## src/rtl/core/cce_pkg.sv

```systemverilog
// Package for the cone circumcenter estimator.
// Holds widths, status codes, the micro-op program and the controller/datapath structs.
package cce_pkg;

    localparam int unsigned MAX_POINTS_DEF = 256;
    localparam int unsigned COORD_W        = 20;
    localparam int unsigned PLANE_W        = 16;
    localparam int unsigned CFG_IDX_W      = 2;
    localparam int unsigned MUL_W          = 22;
    localparam int unsigned PROD_W         = 2 * MUL_W;
    localparam int unsigned ACC_W          = 66;
    localparam int unsigned DIV_W          = 66;
    localparam int unsigned DIST_W         = 40;
    localparam int unsigned SQ_W           = 40;
    localparam int unsigned HALF_W         = 20;
    localparam int unsigned PT_W           = 3 * COORD_W;
    localparam int unsigned PC_W           = 5;
    localparam int unsigned NUM_OPND       = 27;

    localparam logic [CFG_IDX_W-1:0] CFG_PLANE_A = 2'd0;
    localparam logic [CFG_IDX_W-1:0] CFG_PLANE_B = 2'd1;
    localparam logic [CFG_IDX_W-1:0] CFG_PLANE_C = 2'd2;

    localparam logic signed [COORD_W-1:0] CENTER_MAX = 20'sh7FFFF;
    localparam logic signed [COORD_W-1:0] CENTER_MIN = 20'sh80000;

    typedef enum logic [1:0] {
        STAT_OK    = 2'd0,
        STAT_EMPTY = 2'd1,
        STAT_ZDET  = 2'd2
    } t_status;

    typedef enum logic [4:0] {
        OP_PA, OP_PB, OP_PC, OP_CX, OP_CY, OP_CZ, OP_PX, OP_PY, OP_PZ,
        OP_X1, OP_Y1, OP_X2, OP_Y2, OP_X3, OP_Y3,
        OP_D23, OP_D31, OP_D12, OP_E32, OP_E13, OP_E21,
        OP_S1L, OP_S1H, OP_S2L, OP_S2H, OP_S3L, OP_S3H
    } t_opnd;

    typedef enum logic [2:0] {
        D_NONE, D_REF, D_S1, D_S2, D_S3, D_DET, D_NX, D_NY
    } t_dest;

    typedef struct packed {
        t_opnd a;
        t_opnd b;
        logic  sh;
        logic  clr;
        t_dest dest;
    } t_uop;

    typedef enum logic [2:0] {
        DS_CX, DS_CY, DS_CZ, DS_NX, DS_NY
    } t_dsel;

    localparam logic [PC_W-1:0] PC_REF_START  = 5'd0;
    localparam logic [PC_W-1:0] PC_REF_END    = 5'd2;
    localparam logic [PC_W-1:0] PC_DIST_START = 5'd3;
    localparam logic [PC_W-1:0] PC_DIST_END   = 5'd5;
    localparam logic [PC_W-1:0] PC_CIRC_START = 5'd6;
    localparam logic [PC_W-1:0] PC_CIRC_END   = 5'd26;

    typedef struct packed {
        logic            load;
        logic            clear;
        logic            div_start;
        t_dsel           div_sel;
        logic            div_wr;
        logic            mul;
        logic            acc;
        logic [PC_W-1:0] pc;
        logic            k_clr;
        logic            rd;
        logic            ins;
        logic            set_empty;
        logic            set_zdet;
    } t_cmd;

    typedef struct packed {
        logic cnt_zero;
        logic k_done;
        logic div_done;
        logic det_zero;
    } t_sts;

    function automatic t_uop mk(input t_opnd a, input t_opnd b, input logic sh,
                                input logic clr, input t_dest dest);
        t_uop u;
        u.a    = a;
        u.b    = b;
        u.sh   = sh;
        u.clr  = clr;
        u.dest = dest;
        return u;
    endfunction

    // Products accumulate into one register; sh weights the product by 2^20.
    function automatic t_uop uop_rom(input logic [PC_W-1:0] pc);
        t_uop u;
        case (pc)
            5'd0:    u = mk(OP_PA,  OP_CX,  1'b0, 1'b1, D_NONE);
            5'd1:    u = mk(OP_PB,  OP_CY,  1'b0, 1'b0, D_NONE);
            5'd2:    u = mk(OP_PC,  OP_CZ,  1'b0, 1'b0, D_REF);
            5'd3:    u = mk(OP_PA,  OP_PX,  1'b0, 1'b1, D_NONE);
            5'd4:    u = mk(OP_PB,  OP_PY,  1'b0, 1'b0, D_NONE);
            5'd5:    u = mk(OP_PC,  OP_PZ,  1'b0, 1'b0, D_NONE);
            5'd6:    u = mk(OP_X1,  OP_X1,  1'b0, 1'b1, D_NONE);
            5'd7:    u = mk(OP_Y1,  OP_Y1,  1'b0, 1'b0, D_S1);
            5'd8:    u = mk(OP_X2,  OP_X2,  1'b0, 1'b1, D_NONE);
            5'd9:    u = mk(OP_Y2,  OP_Y2,  1'b0, 1'b0, D_S2);
            5'd10:   u = mk(OP_X3,  OP_X3,  1'b0, 1'b1, D_NONE);
            5'd11:   u = mk(OP_Y3,  OP_Y3,  1'b0, 1'b0, D_S3);
            5'd12:   u = mk(OP_X1,  OP_D23, 1'b0, 1'b1, D_NONE);
            5'd13:   u = mk(OP_X2,  OP_D31, 1'b0, 1'b0, D_NONE);
            5'd14:   u = mk(OP_X3,  OP_D12, 1'b0, 1'b0, D_DET);
            5'd15:   u = mk(OP_S1L, OP_D23, 1'b0, 1'b1, D_NONE);
            5'd16:   u = mk(OP_S1H, OP_D23, 1'b1, 1'b0, D_NONE);
            5'd17:   u = mk(OP_S2L, OP_D31, 1'b0, 1'b0, D_NONE);
            5'd18:   u = mk(OP_S2H, OP_D31, 1'b1, 1'b0, D_NONE);
            5'd19:   u = mk(OP_S3L, OP_D12, 1'b0, 1'b0, D_NONE);
            5'd20:   u = mk(OP_S3H, OP_D12, 1'b1, 1'b0, D_NX);
            5'd21:   u = mk(OP_S1L, OP_E32, 1'b0, 1'b1, D_NONE);
            5'd22:   u = mk(OP_S1H, OP_E32, 1'b1, 1'b0, D_NONE);
            5'd23:   u = mk(OP_S2L, OP_E13, 1'b0, 1'b0, D_NONE);
            5'd24:   u = mk(OP_S2H, OP_E13, 1'b1, 1'b0, D_NONE);
            5'd25:   u = mk(OP_S3L, OP_E21, 1'b0, 1'b0, D_NONE);
            5'd26:   u = mk(OP_S3H, OP_E21, 1'b1, 1'b0, D_NY);
            default: u = mk(OP_PA,  OP_PA,  1'b0, 1'b1, D_NONE);
        endcase
        return u;
    endfunction

endpackage

```

## src/rtl/core/cce_ctrl.sv

```systemverilog
// Controller state machine that sequences loading, divisions, the plane pass and the
// circumcenter program. Depends on cce_pkg.
module cce_ctrl
    import cce_pkg::*;
(
    input  logic i_clk,
    input  logic i_rst_n,
    input  logic i_in_valid,
    input  logic i_in_last,
    output logic o_in_ready,
    output logic o_out_valid,
    input  logic i_out_ready,
    input  t_sts i_sts,
    output t_cmd o_cmd
);
    typedef enum logic [7:0] {
        S_LOAD  = 8'b0000_0001,
        S_DGO   = 8'b0000_0010,
        S_DWAIT = 8'b0000_0100,
        S_MUL   = 8'b0000_1000,
        S_ACC   = 8'b0001_0000,
        S_RD    = 8'b0010_0000,
        S_INS   = 8'b0100_0000,
        S_OUT   = 8'b1000_0000
    } t_state;

    t_state          r_state, n_state;
    logic [PC_W-1:0] r_pc, n_pc;
    t_dsel           r_dsel, n_dsel;

    always_comb begin
        n_state = r_state;
        n_pc    = r_pc;
        n_dsel  = r_dsel;
        o_cmd   = '0;
        o_cmd.pc      = r_pc;
        o_cmd.div_sel = r_dsel;
        o_in_ready  = 1'b0;
        o_out_valid = 1'b0;
        case (r_state)
            S_LOAD: begin
                o_in_ready = 1'b1;
                if (i_in_valid) begin
                    o_cmd.load = 1'b1;
                    if (i_in_last) begin
                        n_dsel  = DS_CX;
                        n_state = S_DGO;
                    end
                end
            end
            S_DGO: begin
                if (r_dsel == DS_CX && i_sts.cnt_zero) begin
                    o_cmd.set_empty = 1'b1;
                    n_state = S_OUT;
                end else begin
                    o_cmd.div_start = 1'b1;
                    n_state = S_DWAIT;
                end
            end
            S_DWAIT: begin
                if (i_sts.div_done) begin
                    o_cmd.div_wr = 1'b1;
                    case (r_dsel)
                        DS_CX: begin
                            n_dsel  = DS_CY;
                            n_state = S_DGO;
                        end
                        DS_CY: begin
                            n_dsel  = DS_CZ;
                            n_state = S_DGO;
                        end
                        DS_CZ: begin
                            n_pc    = PC_REF_START;
                            n_state = S_MUL;
                        end
                        DS_NX: begin
                            n_dsel  = DS_NY;
                            n_state = S_DGO;
                        end
                        default: n_state = S_OUT;
                    endcase
                end
            end
            S_MUL: begin
                o_cmd.mul = 1'b1;
                n_state = S_ACC;
            end
            S_ACC: begin
                o_cmd.acc = 1'b1;
                if (r_pc == PC_REF_END) begin
                    o_cmd.k_clr = 1'b1;
                    n_state = S_RD;
                end else if (r_pc == PC_DIST_END) begin
                    n_state = S_INS;
                end else if (r_pc == PC_CIRC_END) begin
                    if (i_sts.det_zero) begin
                        o_cmd.set_zdet = 1'b1;
                        n_state = S_OUT;
                    end else begin
                        n_dsel  = DS_NX;
                        n_state = S_DGO;
                    end
                end else begin
                    n_pc    = r_pc + 1'b1;
                    n_state = S_MUL;
                end
            end
            S_RD: begin
                if (i_sts.k_done) begin
                    n_pc = PC_CIRC_START;
                end else begin
                    o_cmd.rd = 1'b1;
                    n_pc = PC_DIST_START;
                end
                n_state = S_MUL;
            end
            S_INS: begin
                o_cmd.ins = 1'b1;
                n_state = S_RD;
            end
            S_OUT: begin
                o_out_valid = 1'b1;
                if (i_out_ready) begin
                    o_cmd.clear = 1'b1;
                    n_state = S_LOAD;
                end
            end
            default: n_state = S_LOAD;
        endcase
    end

    always_ff @(posedge i_clk) begin
        if (!i_rst_n) begin
            r_state <= S_LOAD;
            r_pc    <= '0;
            r_dsel  <= DS_CX;
        end else begin
            r_state <= n_state;
            r_pc    <= n_pc;
            r_dsel  <= n_dsel;
        end
    end
endmodule

```

## config.mk

```make
export PLATFORM = sky130hd
export DESIGN_NAME = cce_ctrl
export DESIGN_NICKNAME = d
export VERILOG_FILES = /design/src/rtl/core/cce_pkg.sv /design/src/rtl/core/cce_ctrl.sv
export SDC_FILE = /design/constraint.sdc
export NUM_CORES = 1
export LEC_CHECK = 0
export BUFFER_PORTS_ARGS = -buffer_cell sky130_fd_sc_hd__buf_4
export CAP_MARGIN = 5
export CELL_PAD_IN_SITES_DETAIL_PLACEMENT = 2
export CELL_PAD_IN_SITES_GLOBAL_PLACEMENT = 2
export CORE_ASPECT_RATIO = 0.8
export CORE_MARGIN = 4
export CORE_UTILIZATION = 30
export CTS_BUF_LIST = sky130_fd_sc_hd__clkbuf_16
export CTS_CLUSTER_SIZE = 16
export DETAILED_ROUTE_END_ITERATION = 8
export PLACE_DENSITY_LB_ADDON = 0.1
export SETUP_SLACK_MARGIN = 0.4
export SYNTH_ARGS = -nofsm -noshare
export SYNTH_HDL_FRONTEND = slang
export SYNTH_SLANG_ARGS = --single-unit
export TNS_END_PERCENT = 50
```

## constraint.sdc

```tcl
create_clock -name i_clk -period 2.1 [get_ports i_clk]
set_input_delay 0.525 -clock i_clk [delete_from_list [all_inputs] [get_ports i_clk]]
set_output_delay 0.525 -clock i_clk [all_outputs]
set_load 0.02 [all_outputs]
```

* Yosys cells after proc, flatten, opt, wreduce, memory -nomap -nowiden
Cells that the tools add are included.
** Word-level totals
- Bits of input ports :: 9
- Register bits after elaboration :: 16
** Operators by class
- Reduce and logical (&&, ||, !) cells :: 8
- Multiplexer cells :: 51
- Add/sub/neg operators :: 1
- Equal/unequal tests :: 25
** Operators with widths (count)
- 8-bit two-way mux :: 9
- 8-bit case mux with 8 select lines :: 1
- 5-bit two-way mux :: 5
- 1-bit two-way mux :: 24
- 3-bit two-way mux :: 8
- 2-bit inequality test, second input constant :: 9
- 3-bit case mux with 3 select lines :: 2
- 8-bit case mux with 2 select lines :: 1
- 5-bit case mux with 3 select lines :: 1
- 9-bit AND reduction :: 1
- 8-bit by 1-bit == test with 1-bit output, second input constant :: 1
- 8-bit by 2-bit == test with 1-bit output, second input constant :: 1
- 8-bit by 3-bit == test with 1-bit output, second input constant :: 1
- 8-bit by 4-bit == test with 1-bit output, second input constant :: 1
- 8-bit by 5-bit == test with 1-bit output, second input constant :: 1
- 8-bit by 6-bit == test with 1-bit output, second input constant :: 1
- 8-bit by 7-bit == test with 1-bit output, second input constant :: 1
- 8-bit == test, second input constant :: 1
- 3-bit by 2-bit == test with 1-bit output, second input constant :: 2
- 6-bit AND reduction :: 1
- 3-bit nonzero test :: 2
- 5-bit by 1-bit adder with 5-bit output, second input constant :: 1
- 5-bit by 2-bit == test with 1-bit output, second input constant :: 1
- 5-bit by 3-bit == test with 1-bit output, second input constant :: 1
- other kinds (8) :: 8

* Longest topological paths before layout
- Word-level depth :: 5
- Mapped depth :: 9
- Mapped depth without buffers :: 8

* Least setup slack after synthesis
No wires, ideal clock.
- Path kind :: register -> output
- From :: reg r_state[1]
- To :: out o_cmd[4] (netlist bit)
- Data arrival time :: 1.798 ns
- Slack :: -0.223 ns
- Cell stages (with the launch flop) :: 5
- Buffers on the path :: 1
- Cell sequence :: dfxtp_1 buf_4 nor4_4 nand4b_4 nor4_1
** RTL lines
- from (decl) :: RTL line cce_ctrl.sv:27 : t_state r_state, n_state;
- from (signal assigned) :: RTL line cce_ctrl.sv:138 : r_state <= n_state;
- to (decl) :: RTL line cce_ctrl.sv:14 : output t_cmd o_cmd

* Worst setup path in the final report
- From :: reg r_state[0]
- To :: reg r_pc[2]
** Between the ends
- Cells in the longest elaborated chain, start to end :: 3
- Elaborated cells between the ends (all ways) :: 11
** RTL lines
- 8-bit by 3-bit == test with 1-bit output, or another cell as far along :: RTL line cce_ctrl.sv:40 : case (r_state)
- 2-bit by 1-bit inequality test with 1-bit output (no source line), or another cell as far along
- 6-bit AND reduction (no source line)
- to (signal assigned) :: RTL line cce_ctrl.sv:139 : r_pc <= n_pc;
- to (decl) :: RTL line cce_ctrl.sv:28 : logic [PC_W-1:0] r_pc, n_pc;
Several ways; a longest one is shown, not always the timed one.
A chain may end at the register's enable or synchronous reset.

==> impl_metrics.tcl <==
set metrics [dict create \
    end_kind "flop" \
    ctsHtreeMaxLevel 1 \
    seq_area_um2 343 \
    syn_area_um2 1140 \
    timing.final.ws_setup_ns -0.158 \
    outcome "finished, violations left" \
    routed_wl_um 6570 \
    postRouteAntennaNets 0 \
    leakagePower_uw 0.000810 \
    yosysTopAreaCellShare_pct 28.1 \
    seq_area_frac_synth_pct 28.1 \
    finalClockSkew_ns 0.00681 \
    die_x_um 76.9 \
    synth_compound_area_share_pct 21.0 \
    max_stage_delay_ns 0.49 \
    fin_crit_sh_pct 108 \
    tns_ns -1.34 \
    syn_avg_cell_area_um2 8.31 \
    antenna_cells 0 \
    drive_gt1_share_pct 58.6 \
    hold_start "i_rst_n" \
    syn_to_final_growth_pct 75.9 \
    maxCapViolCount 0 \
    synth-edff-count 0 \
    nets 216 \
    cp_top_family "simple AND/OR/NAND/NOR gates" \
    grt.total_usage_pct 25.1 \
    critPathLaunchType "flop" \
    yosys.area_share.simple_pct 38.7 \
    grt_max_degree 11 \
    p_switching_uw 800 \
    hold_viol_final 0 \
    synth_nets 149 \
    grt_pass1_vias 1582 \
    cts_max_path_buffers 2 \
    ioPinCount 30 \
    synth_top_family_by_area "simple AND/OR/NAND/NOR gates" \
    yosys.area_share.xor_xnor_pct 1.54 \
    peakVddDrop_uv 652 \
    critPathBufInv 1 \
    synth.area.top_cells "dfxtp_1, nor2_1, nand4b_1" \
    place_area_um2 1540 \
    min_period_ns 2.26 \
    power.density_nw_per_um2 966 \
    clkLatencyLatePin_ns 0.26 \
    pwr-share-clk_pct 20.6 \
    synth_flop_cell "dfxtp_1" \
    vias 1447 \
    clockRootBuffer "clkbuf_16" \
    final_util_pct 56.6 \
    pwr-share-seq_pct 21.1 \
    hpwl_um 3460 \
    die_height_um 63.1 \
    start_util_pct 32.1 \
    async_flop_share_pct 0 \
    cp_slowest_cell "nor4b_1" \
    syn_inst 137 \
    maxSlewHeadroom_pct 64.3 \
    pwr-share-comb_pct 58.3 \
    synth_fa_ha_area_share_pct 3.30 \
    synth.distinct_cells 44 \
    critPathMaxFanout 6 \
    max_freq_mhz 443 \
    yosys.area.top_type "dfxtp_1" \
    antenna_found_initial 0 \
    power_uw 1930 \
    drc 0 \
    hold_class "input port to flop" \
    violations "setup timing" \
    timing.rr.start "r_state[0]" \
    routed_via_density 5.91 \
    clock-sinks 16 \
    die_area_um2 4850 \
    ys_ff_latch 16 \
    num-fill-cells 355 \
    dr.first_iter.drc_count 43 \
    path_cells "buf_4 > nor4b_1 > and2_1 > nand3_2 > o21a_2 > o31ai_1 > a21oi_1" \
    gp_congestion 0.800 \
    coreArea_um2 3540 \
    routedWlPerCell_um 26.8 \
    switching_share_pct 41.3 \
    yosys-top-cells-count "nor2_1, dfxtp_1, inv_1" \
    rsz0062_at_grt "yes" \
    portBuffers 29 \
    cp.arrival_ns 2.38 \
    multiInputGateArea_um2 916 \
    final_cell_area_um2 2000 \
    yosysWarnings 0 \
    crit_path_start "r_state[0]" \
    clkTransAtPathRegs_ns 0.06 \
    grt_pass1_wl_um 9350 \
    worstSetupPathType "flop to flop" \
    crit_required_ns 2.23 \
    firstDrtPassIters 4 \
    muxShareOfSynthArea_pct 0.879 \
    drv_slew 0 \
    setup_violations 20 \
    grt-ovfl-total 0 \
    internal-power_uw 1140 \
    synth_most_common_cell "nor2_1" \
    num_rows 19 \
    cts_tree "done" \
    tightest_slew_ns 0.534 \
    cts_buffers 3 \
]
-- cell families after synthesis --
group,Yosys count
AO/OA/AOI/OAI,30
flip-flops,16
AND/OR/NAND/NOR,70
multiplexers,1
XOR/XNOR,2
adder cells (fa/ha/maj),3
buffers and inverters,15
-- through the flow --
stage	instances	setup slack (ns)	hold slack, ns
after floorplan	137	0.189	0.552
after global placement	221	0.0761	0.555
after detailed placement	221	0.0191	0.562
after CTS	238	-0.0562	0.510
after global routing	245	-0.318	0.542
final	245	-0.158	0.535
-- cell type report --
| class | count | area share (%) |
|---|---|---|
| inverter | 11 | 2.44 |
| tap | 42 | 2.62 |
| multi-input combinational | 106 | 45.7 |
| clock inverter | 1 | 0.187 |
| timing repair buffer | 66 | 28.2 |
| sequential | 16 | 17.1 |
| clock buffer | 3 | 3.75 |
-- final timing paths --
kind | endpoint | slack (ns) | cells after the start
worst max-delay path | r_pc[2] | -0.16 | 7
worst min-delay path | r_state[0] | 0.54 | 2
worst max register to register | r_pc[2] | -0.16 | 7
worst min register to register | r_dsel[0] | 0.60 | 2
-- flip-flops by register name, summed over array words and instances (netlist names) --
signal   cells
r_state      8
r_pc         5
r_dsel       3
-- cells in the final DEF, fill, tap and decap left out, types with 3 or more instances in the layout --
master / count
nand4b_1: 5
ha_1: 3
nand2_1: 6
inv_1: 7
nand3_1: 5
dfxtp_2: 3
buf_6: 15
buf_4: 50
clkbuf_16: 3
and3_4: 3
nor2_1: 14
dfxtp_4: 5
a21oi_1: 3
dfxtp_1: 8
nor2_2: 5
a21oi_2: 4
nor4_4: 3
nor3_1: 5
-- power by group through the flow --
stage / Combinational, µW / Clock (µW) / Sequential [µW]
CTS: 852 / 394 / 398
finish: 1130 / 398 / 409
global route: 1200 / 420 / 416
detailed placement: 743 / 0 / 400
floorplan: 493 / 0 / 416
global placement: 710 / 0 / 398
-- per-layer routing --
metal	track usage, %	vias up	wire length (µm)
li1	-	642	-
met1	29.5	738	2850
met2	46.7	50	3300
met3	3.42	17	212
met4	7.92	0	213
met5	0	-	0
-- repair_timing --
action / CTS / global route
resized for setup: 35 / 24
hold buffers: 0 / 0
buffers inserted: 13 / 7
endpoints found under the hold margin: 0 / 0
endpoints found under the setup margin: 25 / 26
pin swaps: 11 / 7
(Power assumes the default switching activity.)
